<file path="src/rtl/dbtd_ram.sv">
`timescale 1ns / 1ps
// ----------------------------------------------------------------------------
// dbtd_ram
// Generic simple dual-port RAM, one write and one read port, registered read.
// ----------------------------------------------------------------------------
module dbtd_ram #(
    parameter int WIDTH = 8,
    parameter int DEPTH = 16
) (
    input  logic                     i_clk,
    input  logic                     i_we,
    input  logic [$clog2(DEPTH)-1:0] i_waddr,
    input  logic [WIDTH-1:0]         i_wdata,
    input  logic                     i_re,
    input  logic [$clog2(DEPTH)-1:0] i_raddr,
    output logic [WIDTH-1:0]         o_rdata
);

    logic [WIDTH-1:0] r_mem [DEPTH];
    logic [WIDTH-1:0] r_rdata;

    always_ff @(posedge i_clk) begin
        if (i_we) begin
            r_mem[i_waddr] <= i_wdata;
        end
        // read data holds while no read is issued
        if (i_re) begin
            r_rdata <= r_mem[i_raddr];
        end
    end

    assign o_rdata = r_rdata;

endmodule

</file>
<file path="config.mk">
export PLATFORM = sky130hd
export DESIGN_NAME = dbtd_ram
export DESIGN_NICKNAME = d
export VERILOG_FILES = /design/src/rtl/dbtd_ram.sv
export SDC_FILE = /design/constraint.sdc
export NUM_CORES = 1
export LEC_CHECK = 0
export ABC_CLOCK_PERIOD_IN_PS = 3800
export BUFFER_PORTS_ARGS = -buffer_cell sky130_fd_sc_hd__buf_2
export CAP_MARGIN = 5
export CELL_PAD_IN_SITES_DETAIL_PLACEMENT = 0
export CELL_PAD_IN_SITES_GLOBAL_PLACEMENT = 1
export CORE_MARGIN = 3
export CORE_UTILIZATION = 43
export DETAILED_ROUTE_END_ITERATION = 8
export PLACE_DENSITY = 0.71
export SYNTH_ARGS = -nofsm -noshare
export SYNTH_HDL_FRONTEND = slang
export SYNTH_SLANG_ARGS = --single-unit
export TNS_END_PERCENT = 100
</file>
<file path="constraint.sdc">
create_clock -name i_clk -period 3.8 [get_ports i_clk]
set_input_delay 0.57 -clock i_clk [delete_from_list [all_inputs] [get_ports i_clk]]
set_output_delay 0.57 -clock i_clk [all_outputs]
set_load 0.03 [all_outputs]
</file>
==> flow_metrics.env <==
export IMPL_status="finished clean"
export IMPL_cts_resized=0
export IMPL_maxCapViolations=0
export IMPL_syn_num_nets=248
export IMPL_syn_cell_area_sq_mm=0.005228
export IMPL_numCtsBuffers=17
export IMPL_n_fill_cell=893
export IMPL_gp_congestion=0.7166
export IMPL_synthToLayoutAreaGrowth_pct=15.87
export IMPL_dpl_cell_count=393
export IMPL_antenna_found_initial=0
export IMPL_worst_pin_slew_ps=947.7
export IMPL_hp_start="i_re"
export IMPL_seq_area_frac_synth=0.7812
export IMPL_die_area_sq_mm=0.01352
export IMPL_critical_path_required_ps=3940
export IMPL_leakagePower_nw=2.013
export IMPL_coreArea_sq_mm=0.01166
export IMPL_drc=0
export IMPL_drtIter0Drc=227
export IMPL_syn_avg_cell_area_sq_um=22.83
export IMPL_r2r_start="r_mem[9][5]"
export IMPL_diodes=0
export IMPL_numPortBuffers=26
export IMPL_setup_slack_ps=1790
export IMPL_ant_nets=0
export IMPL_clk_latency_ps=410
export IMPL_cts_setup_buffers=0
export IMPL_grt_pass1_wl_mm=14.80
export IMPL_via_per_inst=5.574
export IMPL_cts_clk_slew_worst_paths_ps=60
export IMPL_dpl_instance_area_sq_mm=0.005488
export IMPL_min_path_type="input pin to flip-flop"
export IMPL_post_route_cell_area_sq_mm=0.006057
export IMPL_grt_pass1_vias=2447
export IMPL_dp_hpwl_mm=5.882
export IMPL_skew_ps=7.269
export IMPL_crit_type="input pin to flip-flop"
export IMPL_synth_cells=229
export IMPL_drive_gt1_frac=0.2660
export IMPL_routed_wl_mm=9.608
export IMPL_cp_max_fo=32
export IMPL_finalHoldViolations=0
export IMPL_grt_setup_unrepaired="no"
export IMPL_setup_viol=0
export IMPL_clockRootBuffer="clkbuf_16"
export IMPL_finalPower_mw=3.431
export IMPL_grtUsageTotal=0.1589
export IMPL_hold_path_depth=1
export IMPL_finalNetCount=288
export IMPL_num_vias=2369
export IMPL_whs_ps=529.9
export IMPL_rows=39
export IMPL_yosys_register_bits=136
export IMPL_ff2ff_path_depth=3
export IMPL_final_core_util=0.5194
export IMPL_min_to="o_rdata[1]"
export IMPL_ir_worst_vdd_mv=0.3063
export IMPL_synth_distinct_cells=18
export IMPL_r2r_end="o_rdata[5]"
export IMPL_slew_violations=0
export IMPL_maxSlewHeadroom=0.3659
export IMPL_ios=27
export IMPL_p_per_area_mw_per_mm2=566.4
export IMPL_hold_buffers=0
export IMPL_die_h_microns=116.3
export IMPL_finalCriticalPeriod_ps=2010
export IMPL_clockBufferDepth=2
export IMPL_final_cells=425
export IMPL_ys_warnings_count=0
export IMPL_ff2ff_setup_slack_ps=2290
export IMPL_dpl_worst_slack_ps=1325
export IMPL_wl_per_cell_microns=22.61
export IMPL_cp_start_kind="input pin"
export IMPL_die_w_microns=116.3
export IMPL_gr_total_overflow=0
export IMPL_drt_pass1_iterations=4
export IMPL_fmax_ghz=0.4976
export IMPL_end_kind="flip-flop"
export IMPL_cts_htree_levels=4
export IMPL_grt_start_max_net_pins=33
export IMPL_period_share=0.5289
export IMPL_clock_sinks=136
export IMPL_start_util=0.4482
export IMPL_cts_tree="done"
export IMPL_crit_arrival_ps=2150
export IMPL_finalSetupTns_ps=0
==> cell usage after synthesis <==
cell type / count / area [sq um]
nand2b_1: 2 / 12.51
buf_6: 3 / 33.78
clkdlybuf4s25_2: 3 / 30.03
and2b_1: 1 / 7.510
and2_1: 1 / 6.260
buf_2: 3 / 15.01
mux4_1: 14 / 367.9
nand3b_1: 2 / 15.01
nor2_1: 13 / 48.80
a22oi_1: 16 / 120.1
or3b_2: 1 / 8.760
edfxtp_1: 136 / 4084
nand2_1: 9 / 33.78
nor3_1: 4 / 20.02
mux4_2: 18 / 405.4
nor2b_1: 1 / 6.260
nand3_1: 1 / 5.000
buf_4: 1 / 7.510
==> placed cells by master (no fill, tap or decap) <==
cell type   netlist  layout
a22oi_1          16      16
and2_1            1       1
and2b_1           1       1
buf_2             3      26
buf_4             1       5
bufinv_16         0       3
clkbuf_1          0       3
clkbuf_16         0      17
clkinv_1          0       4
clkinv_2          0       4
clkinvlp_4        0       1
edfxtp_1        136     136
mux4_1           14      14
mux4_2           18      18
nand2_1           9       9
nand2b_1          2       2
nand3_1           1       1
nand3b_1          2       2
nor2_1           13      13
nor2b_1           1       1
nor3_1            4       4
or3b_2            1       1
==> worst max path at each step <==
| stage | startpoint | to | slack (ps) |
|---|---|---|---|
| after floorplan | i_waddr[2] | r_mem[0][0] | 1740 |
| after CTS | i_raddr[0] | o_rdata[6] | 1760 |
| after global routing | i_raddr[0] | o_rdata[5] | 1650 |
| final | i_raddr[0] | o_rdata[5] | 1790 |
| after detailed placement | i_raddr[0] | o_rdata[6] | 1330 |
| after global placement | i_raddr[0] | o_rdata[1] | 1330 |
==> cells by family (layout without fill, tap and decap cells) <==
family / Yosys count / in the layout / synth area share
muxes: 32 / 32 / 0.1479
and+or+nand+nor: 35 / 35 / 0.03136
DFF: 136 / 136 / 0.7812
AOI/OAI and AO/OA: 16 / 16 / 0.02298
buffers and inverters: 10 / 63 / 0.01651
==> report_power, final <==
group / leakage, nW / internal [mW] / switching, mW / total (mW)
sequential: 1.24 / 1.69 / 0.00794 / 1.70
clock: 0.277 / 1.02 / 0.558 / 1.57
combinational: 0.499 / 0.0597 / 0.0981 / 0.158
==> layout make-up <==
type                    instances  area (sq um)  share of cell area
flip-flops and latches        136          4084              0.6742
clock buffers                  20         436.7             0.07209
clock inverters                12         132.6             0.02190
well taps                     143         178.9             0.02954
multi-input cells              83          1057              0.1746
repair buffers                 31         167.7             0.02768
==> sequential cells by signal (all words and copies together) (netlist names) <==
register and count:
r_mem 128, o_rdata 8
==> worst max-delay path, cell delays in order <==
cell	delay [ps]
buf_2	70
buf_4	470
mux4_1	650
a22oi_1	220
nand2_1	130
==> per-layer routing <==
layer,GRT usage,share of wire
met4,0.06883,0.013
met5,0,0
met1,0.2202,0.44
met3,0.04404,0.044
met2,0.2387,0.50
No activity file was read; power rests on OpenSTA's default activity.
